File: config.mk
export PLATFORM = sky130hd
export DESIGN_NAME = gf2_subspace_canonical_basis
export DESIGN_NICKNAME = d
export VERILOG_FILES = /design/src/rtl/gf2scb_pkg.sv /design/src/rtl/gf2_subspace_canonical_basis.sv
export SDC_FILE = /design/constraint.sdc
export NUM_CORES = 1
export LEC_CHECK = 0
export ABC_CLOCK_PERIOD_IN_PS = 9200
export CORE_ASPECT_RATIO = 1.5
export CORE_MARGIN = 1
export CORE_UTILIZATION = 48
export CTS_CLUSTER_SIZE = 24
export DETAILED_ROUTE_END_ITERATION = 10
export DONT_BUFFER_PORTS = 1
export GPL_TIMING_DRIVEN = 1
export PLACE_DENSITY = 0.61
export SLEW_MARGIN = 20
export SYNTH_ARGS = -nofsm -noshare
export SYNTH_HDL_FRONTEND = slang
export SYNTH_SLANG_ARGS = --single-unit
File: constraint.sdc
create_clock -name clk -period 9.2 [get_ports clk]
set_input_delay 1.84 -clock clk [delete_from_list [all_inputs] [get_ports clk]]
set_output_delay 1.84 -clock clk [all_outputs]
set_load 0.02 [all_outputs]
File: src/rtl/gf2scb_pkg.sv
// ----------------------------------------------------------------------------
// gf2scb_pkg
// Shared sizes for the GF(2) canonical basis block.
// ----------------------------------------------------------------------------
package gf2scb_pkg;

  // Store depth, vector width and number of reported basis rows
  localparam int MAX_VECTORS = 16;   // 4..64
  localparam int VECTOR_BITS = 16;   // 4..16
  localparam int BASIS_ROWS  = 4;    // 1..4

  // Fixed port widths
  localparam int VEC_W  = 16;
  localparam int KEY_W  = 64;
  localparam int RANK_W = 5;
  localparam int OUT_ROWS = 4;

  // Derived sizes
  localparam int CNT_W = $clog2(MAX_VECTORS + 1);
  localparam int IDX_W = $clog2(MAX_VECTORS);
  localparam int BIT_W = $clog2(VECTOR_BITS);

  typedef logic [VECTOR_BITS-1:0] vec_t;

endpackage

File: src/rtl/gf2_subspace_canonical_basis.sv
// ----------------------------------------------------------------------------
// gf2_subspace_canonical_basis
// Collects GF(2) vectors and reports the reduced row echelon basis of their span.
// ----------------------------------------------------------------------------
//
//   channel | ports                                      | handshake
//   --------+--------------------------------------------+----------------------
//   in      | in_vector[15:0], in_last                    | in_valid / in_stall
//   out     | out_row0..3, out_packed_key, out_rank,      | out_valid / out_stall
//           | out_full_rank                               |
//
// Sequence: the item carrying last starts the reduction, which walks the
// pivot bits from the top bit down, one bit per cycle through the shared
// eliminator. The result appears the cycle after the bit 0 step.
// Reset: rst_n (synchronous, active low) clears the fill count and the
// sequencer; the vector store is not cleared, entries past the fill count
// are never used.
// Stalls: in_stall is high during reduction. While a result waits for the
// output side, plain vectors of the next set still load, but an item with
// last is held until the result is taken.
//
// Elimination: each step picks the first loaded row with the pivot bit set
// as pivot, XORs it into every loaded row with that bit (the pivot row
// itself becomes zero) and into every basis row with that bit, then appends
// the pivot to the basis while a basis row is free. Later pivots come from
// store rows that lost all earlier pivot bits, so the basis ends up reduced.

module gf2_subspace_canonical_basis (
  input  logic                        clk,
  input  logic                        rst_n,
  // input item
  input  logic                        in_valid,
  output logic                        in_stall,
  input  logic [gf2scb_pkg::VEC_W-1:0]  in_vector,
  input  logic                        in_last,
  // result item
  output logic                        out_valid,
  input  logic                        out_stall,
  output logic [gf2scb_pkg::VEC_W-1:0]  out_row0,
  output logic [gf2scb_pkg::VEC_W-1:0]  out_row1,
  output logic [gf2scb_pkg::VEC_W-1:0]  out_row2,
  output logic [gf2scb_pkg::VEC_W-1:0]  out_row3,
  output logic [gf2scb_pkg::KEY_W-1:0]  out_packed_key,
  output logic [gf2scb_pkg::RANK_W-1:0] out_rank,
  output logic                        out_full_rank
);

  import gf2scb_pkg::*;

  typedef enum logic [0:0] {
    S_LOAD,
    S_REDUCE
  } state_t;

  state_t              state_r;
  logic [CNT_W-1:0]    count_r;
  logic [BIT_W-1:0]    bit_r;
  logic [RANK_W-1:0]   rank_r;
  logic                out_valid_r;

  vec_t                store_r   [MAX_VECTORS];
  vec_t                store_nxt [MAX_VECTORS];
  vec_t                basis_r   [BASIS_ROWS];
  vec_t                basis_nxt [BASIS_ROWS];

  logic [MAX_VECTORS-1:0] hit;
  logic [MAX_VECTORS-1:0] sel;
  logic                found;
  vec_t                pivot;
  logic [RANK_W-1:0]   rank_nxt;
  logic                in_acc;
  logic                out_acc;
  logic                has_room;
  logic [VEC_W-1:0]    rows_out [OUT_ROWS];

  assign in_stall = (state_r != S_LOAD) || (out_valid_r && in_last);
  assign in_acc   = in_valid && !in_stall;
  assign out_acc  = out_valid_r && !out_stall;
  assign has_room = count_r < CNT_W'(MAX_VECTORS);

  // Shared eliminator: pivot search over loaded rows, then XOR everywhere
  always_comb begin
    found = 1'b0;
    pivot = '0;
    for (int i = 0; i < MAX_VECTORS; i++) begin
      hit[i] = (CNT_W'(i) < count_r) && store_r[i][bit_r];
      sel[i] = hit[i] && !found;
      found  = found || hit[i];
      if (sel[i]) begin
        pivot = pivot | store_r[i];
      end
    end
    for (int i = 0; i < MAX_VECTORS; i++) begin
      store_nxt[i] = hit[i] ? (store_r[i] ^ pivot) : store_r[i];
    end
    for (int j = 0; j < BASIS_ROWS; j++) begin
      basis_nxt[j] = basis_r[j][bit_r] ? (basis_r[j] ^ pivot) : basis_r[j];
      if (found && (rank_r == RANK_W'(j))) begin
        basis_nxt[j] = pivot;
      end
    end
    rank_nxt = rank_r + RANK_W'(found);
  end

  // Sequencer and registered result flag
  always_ff @(posedge clk) begin
    if (!rst_n) begin
      state_r     <= S_LOAD;
      count_r     <= '0;
      bit_r       <= BIT_W'(VECTOR_BITS - 1);
      rank_r      <= '0;
      out_valid_r <= 1'b0;
    end else begin
      if (out_acc) begin
        out_valid_r <= 1'b0;
      end
      case (state_r)
        S_LOAD: begin
          if (in_acc) begin
            if (has_room) begin
              count_r <= count_r + CNT_W'(1);
            end
            if (in_last) begin
              state_r <= S_REDUCE;
              bit_r   <= BIT_W'(VECTOR_BITS - 1);
              rank_r  <= '0;
            end
          end
        end
        S_REDUCE: begin
          rank_r <= rank_nxt;
          if (bit_r == '0) begin
            state_r     <= S_LOAD;
            count_r     <= '0;
            out_valid_r <= 1'b1;
          end else begin
            bit_r <= bit_r - BIT_W'(1);
          end
        end
        default: begin
          state_r <= S_LOAD;
        end
      endcase
    end
  end

  // Vector store and basis rows
  always_ff @(posedge clk) begin
    if (state_r == S_REDUCE) begin
      store_r <= store_nxt;
      basis_r <= basis_nxt;
    end else if (in_acc) begin
      if (has_room) begin
        store_r[count_r[IDX_W-1:0]] <= in_vector[VECTOR_BITS-1:0];
      end
      if (in_last) begin
        for (int j = 0; j < BASIS_ROWS; j++) begin
          basis_r[j] <= '0;
        end
      end
    end
  end

  always_comb begin
    for (int j = 0; j < OUT_ROWS; j++) begin
      rows_out[j] = '0;
    end
    for (int j = 0; j < BASIS_ROWS; j++) begin
      rows_out[j] = VEC_W'(basis_r[j]);
    end
  end

  assign out_valid      = out_valid_r;
  assign out_row0       = rows_out[0];
  assign out_row1       = rows_out[1];
  assign out_row2       = rows_out[2];
  assign out_row3       = rows_out[3];
  assign out_packed_key = {rows_out[3], rows_out[2], rows_out[1], rows_out[0]};
  assign out_rank       = rank_r;
  assign out_full_rank  = (rank_r == RANK_W'(BASIS_ROWS));

  // --------------------------------------------------------------------------
  a_last_starts_reduce: assert property (@(posedge clk) disable iff (!rst_n)
    in_acc && in_last |=> state_r == S_REDUCE && rank_r == '0)
    else $error("last item did not start reduction");

  a_result_after_reduce: assert property (@(posedge clk) disable iff (!rst_n)
    $rose(out_valid_r) |-> $past(state_r == S_REDUCE) && $past(bit_r == '0))
    else $error("result raised outside the final pivot step");

  a_rank_bounded: assert property (@(posedge clk) disable iff (!rst_n)
    state_r == S_REDUCE |-> rank_r <= RANK_W'(count_r))
    else $error("rank exceeds loaded vector count");

  a_empty_rank_zero_row: assert property (@(posedge clk) disable iff (!rst_n)
    out_valid_r && rank_r == '0 |-> out_row0 == '0)
    else $error("nonzero row reported with rank zero");

endmodule

==> flow_metrics.tcl, run 1 <==
set metrics [dict create \
    status "finished clean" \
    dp_slack_ns 2.82 \
    layout-drive-gt1-share_pct 9.96 \
    path_common_cell "buf_4" \
    antenna_left 0 \
    p_per_area_mw_per_mm2 160 \
    final_common_cell "edfxtp_1" \
    grt_max_degree 123 \
    relSlewSlack_pct 19.3 \
    reg2reg_to "store_r[250]" \
    vias 21200 \
    coreArea_mm2 0.0495 \
    rr_worst_depth 12 \
    grt_remaining_overflow 0 \
    dieArea_mm2 0.0510 \
    diodes 0 \
    ys_seq_area_share_pct 41.3 \
    drc 0 \
    grt_pass1_vias 20500 \
    post_cts_buffers 0 \
    ios 157 \
    p_total_uw 3950 \
    pwr-share-clk_pct 35.9 \
    worstHoldPathCells 2 \
    final_max_slew_viol_count 0 \
    fmax_mhz 151 \
    ys.flop_type "edfxtp_1" \
    synth-seq-cells 336 \
    synth_area_leader_cell "edfxtp_1" \
    fp.dieH_um 276 \
    sw_frac_of_total_pct 30.0 \
    cts_tree "yes" \
    min_path_type "reg -> reg" \
    gr-usage-all-layers_pct 34.0 \
    finalWirelength_um 88500 \
    syn2layout_area_growth_pct 2.75 \
    antenna_found_initial 0 \
    rows 100 \
    dp_hpwl_um 61400 \
    gp_congestion 0.968 \
    final_cells 2822 \
    fin_crit_ns 6.60 \
    async_flop_share_pct 0 \
    yosysWarnings 0 \
    crit_family "compound AO/OA/AOI/OAI gates" \
    arrival_ns 6.89 \
    stdcell_area_mm2 0.0247 \
    reg2reg_slack_ns 2.60 \
    htreeDepth 2 \
    initial_utilization_pct 48.5 \
    drtIter0Drc 2268 \
    worst_pin_slew_ns 1.21 \
    comb_power_share_pct 16.6 \
    die_x_um 185 \
    setup_viol 0 \
    cts_buffers 36 \
    cts_resized 0 \
    wl_per_cell_um 31.4 \
    mappedNetlistNets 2411 \
    cp_slowest_cell "dfxtp_4" \
    tns_ns 0 \
    clock_sinks 336 \
    placement.io_buffers 0 \
    clk_path_buf_depth 3 \
    peakVddDrop_mv 0.130 \
    place_area_mm2 0.0236 \
    avgSynthCellArea_um2 10.1 \
    hold_end "out_valid" \
    cts_hold_buf 0 \
    p_leak_uw 0.00815 \
    final_nets 2165 \
    rr_startpoint "bit_r[0]" \
    layout_common_cells "edfxtp_1, or3_1, o21ai_0" \
    rsz0062_at_grt "false" \
    cts_root_buf "clkbuf_16" \
    ys_top_cells_by_area "edfxtp_1, a32o_1, or3_1" \
    fin_skew_ns 0.0262 \
    synthCells 2383 \
    seq_power_share_pct 47.5 \
    end_kind "flip-flop" \
    grt_pass1_wl_um 129000 \
    finalWorstSetupSlack_ns 2.60 \
    max_cap_viol_count 0 \
    hp-start "out_valid" \
    cp_num_buf_inv 2 \
    finalHoldViolCount 0 \
    crit_required_ns 9.48 \
    insertion_delay_ns 0.55 \
    synth.cell_area_mm2 0.0240 \
    synth_edf_count 320 \
    placed_cells 2761 \
    avgViaCountPerCell 7.53 \
    yosysTopAreaCellShare_pct 40.0 \
    worstPathMaxFanout 49 \
    p_sw_uw 1190 \
    dr.pass1.iters 6 \
    clk_pin_slew_ns 0.06 \
    cp_cell_sequence "buf_4 -> mux2i_1 -> a22oi_1 -> and3_1 -> nor2_1 -> and4_1 -> buf_4 -> nand4_1 -> o22ai_1 -> a31o_1 -> o21ai_0 -> a32o_1" \
    synth_cell_type_count 71 \
    slowest_delay_ns 0.87 \
    p_int_uw 2770 \
    path_class "reg -> reg" \
    worstSetupStartpointType "flip-flop" \
    finalCritPeriodShare_pct 71.8 \
]
-- layer usage --
layer / vias up / global-route usage [%] / wire length [µm]
met5: - / 0 / 0
met4: 0 / 23.2 / 6390
met3: 345 / 4.71 / 6030
met2: 1215 / 60.7 / 45500
met1: 10700 / 37.3 / 30600
li1: 9026 / - / -
-- worst reg2reg max path: stages (launching register included) --
cell	delay [ns]
dfxtp_4	0.87
buf_4	0.90
mux2i_1	0.45
a22oi_1	0.12
and3_1	0.22
nor2_1	0.37
and4_1	0.25
buf_4	0.30
nand4_1	0.86
o22ai_1	0.64
a31o_1	0.83
o21ai_0	0.20
a32o_1	0.32
-- synth_stat cells (26+ instances only) --
library cell  count
o21ai_0         252
edfxtp_1        320
nor2_1           49
clkbuf_1        127
buf_4            85
mux2i_1          93
o21ai_1          47
o22ai_1          58
xnor2_1          33
a22oi_1          71
or3_1           263
nor2b_1          26
nand2_1         137
buf_2           104
nand3_1          31
a32o_1          210
a21oi_1          61
mux4_2           39
o211ai_1         44
-- cells by family (layout without fill, tap and decap cells) --
family                     after synthesis  count (layout)  share of synthesized area (%)
xor gates and xnor gates                41              41                           1.50
DFF                                    336             336                           41.3
AOI/OAI and AO/OA                      898             898                           26.9
adders and majority gates                7               7                          0.365
and+or+nand+nor                        612             612                           14.3
buffers and inverters                  353             129                           7.88
muxes                                  136             136                           7.72
-- registers in the layout, indices dropped and copies added (netlist names) --
signal     flops
out_row0      16
out_row3      16
store_r      256
bit_r          4
count_r        5
out_rank       5
out_row2      16
out_row1      16
out_valid      1
state_r        1
-- metrics by stage --
step                      hold slack [ns]  utilization, %
after floorplan                     0.550               -
after global placement              0.567            47.5
after detailed placement            0.575            47.6
after CTS                           0.584            49.7
after global routing                0.625            49.8
final                               0.586            49.8
-- worst max path at each step --
stage | from | to | slack [ns] | cells after the start
global route | bit_r[0] | store_r[250] | 2.34 | 12
CTS | bit_r[0] | store_r[21] | 2.78 | 12
global placement | bit_r[0] | store_r[211] | 2.97 | 12
finish | bit_r[0] | store_r[250] | 2.60 | 12
floorplan | in_last | store_r[224] | 4.88 | 6
detailed placement | bit_r[0] | store_r[115] | 2.82 | 12
-- layout make-up --
class                   count  area, µm²
well taps                 663        830
multi-input cells        1694      12300
clock buffers              43        948
fillers                  4592      24900
clock inverters            17        125
flip-flops and latches    336       9940
inverters                  10       40.0
repair buffers             59        455
-- power groups by stage --
stage / logic [µW] / clock network (µW) / registers [µW]
2_1_floorplan: 570 / 0 / 1830
3_3_place_gp: 614 / 0 / 1910
3_5_place_dp: 634 / 0 / 1910
4_1_cts: 637 / 1440 / 1880
5_1_grt: 699 / 1490 / 1880
6_report: 654 / 1420 / 1880
Note: power is estimated with default switching activity, not from simulation.
==> run 2: changes to the inputs <==
Settings changed: ABC_CLOCK_PERIOD_IN_PS 9200 to 6200.
Clock period 9.2 ns to 6.2 ns, I/O delays scaled along.
==> run 2 against run 1 <==
  * Utilization grew 0.85 points
  * Routed wire length grew 0.29%
  * Combinational power grew 53%
  * Sequential cell count is the same
  * Largest cell class unchanged
==> flow_metrics.tcl, run 2 (synthesized netlist as in run 1, its figures left out) <==
set metrics [dict create \
    status "finished clean" \
    cts_root_buf "clkbuf_16" \
    min_path_type "reg -> reg" \
    finalHoldViolCount 0 \
    tns_ns 0 \
    drtIter0Drc 2269 \
    p_total_uw 5930 \
    finalWorstSetupSlack_ns 0.698 \
    gp_congestion 0.955 \
    dp_slack_ns 0.937 \
    clk_pin_slew_ns 0.06 \
    ios 157 \
    dr.pass1.iters 8 \
    worst_pin_slew_ns 1.18 \
    fmax_mhz 182 \
    end_kind "flip-flop" \
    multi_input_area_mm2 0.0123 \
    grt_max_degree 79 \
    grt_pass1_wl_um 130000 \
    final_cells 2867 \
    worstPathMaxFanout 40 \
    final_nets 2208 \
    cp_num_buf_inv 2 \
    initial_utilization_pct 48.5 \
    seq_power_share_pct 46.9 \
    finalWirelength_um 88800 \
    setup_viol 0 \
    max_cap_viol_count 0 \
    p_per_area_mw_per_mm2 236 \
    final_max_slew_viol_count 0 \
    cts_buffers 36 \
    pwr-share-clk_pct 36.2 \
    dp_hpwl_um 62600 \
    wl_per_cell_um 31.0 \
    placement.io_buffers 0 \
    relSlewSlack_pct 20.8 \
    fin_crit_ns 5.50 \
    path_class "reg -> reg" \
    fin_skew_ns 0.0192 \
    die_x_um 185 \
    peakVddDrop_mv 0.140 \
    slowest_delay_ns 0.78 \
    cts_hold_buf 0 \
    path_common_cell "buf_4" \
    rows 100 \
    grt_pass1_vias 20600 \
    rsz0062_at_grt "false" \
    arrival_ns 5.80 \
    layout_common_cells "edfxtp_1, or3_1, o21ai_0" \
    clock_sinks 336 \
    crit_required_ns 6.49 \
    cts_tree "yes" \
    cts_resized 0 \
    p_int_uw 4150 \
    final_common_cell "edfxtp_1" \
    syn2layout_area_growth_pct 4.51 \
    layout-drive-gt1-share_pct 10.8 \
    comb_power_share_pct 16.9 \
    htreeDepth 2 \
    antenna_found_initial 0 \
    largest_reg_flops 256 \
    p_leak_uw 0.00839 \
    post_cts_buffers 0 \
    ff_latch_area_mm2 0.00994 \
    p_sw_uw 1780 \
    cp_cell_sequence "and2_0 -> buf_4 -> a211oi_1 -> and3_1 -> nor2_1 -> nand4_1 -> nor4b_4 -> buf_4 -> a221o_2 -> o21ai_0 -> a32o_1" \
    regMostFlops "store_r" \
    gr-usage-all-layers_pct 34.1 \
    coreArea_mm2 0.0495 \
    crit_family "simple AND/OR/NAND/NOR gates" \
    grt_remaining_overflow 0 \
    nFillCells 4481 \
    vias 21400 \
    finalCritPeriodShare_pct 88.7 \
    avgViaCountPerCell 7.47 \
    clk_path_buf_depth 3 \
    diodes 0 \
    antenna_left 0 \
    finalHoldWorstSlack_ns 0.606 \
    cp_slowest_cell "dfxtp_4" \
    placed_cells 2803 \
    fp.dieH_um 276 \
    drc 0 \
    insertion_delay_ns 0.55 \
    worstSetupStartpointType "flip-flop" \
    dieArea_mm2 0.0510 \
    sw_frac_of_total_pct 30.0 \
]
run 2: changes by cell type in the layout (fill, tap and decap cells not counted), sizes merged:
cell | before | now
buf | 58 | 101
clkbuf | 44 | 52
clkinv | 15 | 9
run 2: final cells by class:
cell class	instances	area share, %
Clock buffer	51	3.94
Inverter	10	0.160
Tap cell	663	3.30
Multi-Input combinational cell	1694	49.0
Clock inverter	11	0.404
Sequential cell	336	39.6
Timing Repair Buffer	102	3.61
run 2: final timing paths:
check / from / slack [ns] / cells after the start / to
setup / recovery: bit_r[1] / 0.70 / 11 / store_r[169]
hold reg to reg: out_valid / 0.61 / 2 / out_valid
hold / removal: out_valid / 0.61 / 2 / out_valid
setup reg to reg: bit_r[1] / 0.70 / 11 / store_r[169]
run 2: worst reg2reg max path, stage by stage, from the launching register on:
cell and delay [ns]:
dfxtp_4 0.78, and2_0 0.47, buf_4 0.34, a211oi_1 0.11
and3_1 0.44, nor2_1 0.45, nand4_1 0.46, nor4b_4 0.64
buf_4 0.34, a221o_2 0.70, o21ai_0 0.24, a32o_1 0.30
run 2: power by group through the flow:
stage | Clock (µW) | Sequential [µW] | Combinational, µW
CTS | 2160 | 2780 | 976
finish | 2150 | 2780 | 1000
detailed placement | 0 | 2830 | 972
floorplan | 0 | 2710 | 846
global route | 2230 | 2790 | 1060
global placement | 0 | 2820 | 942
run 2: per-layer routing:
layer / track usage [%] / wire, µm / part of all wire (%) / vias up
met4: 25.4 / 6860 / 7.7 / 0
met1: 37.9 / 30600 / 34 / 10700
li1: - / - / - / 9115
met2: 59.7 / 45000 / 51 / 1221
met5: 0 / 0 / 0 / -
met3: 4.00 / 6350 / 7.2 / 363
run 2: stage by stage:
stage / utilization, % / cell area, µm²
2_1_floorplan: - / 24000
5_1_grt: 50.7 / 25100
3_5_place_dp: 48.4 / 24000
6_report: 50.7 / 25100
3_3_place_gp: 48.4 / 24000
4_1_cts: 50.6 / 25100
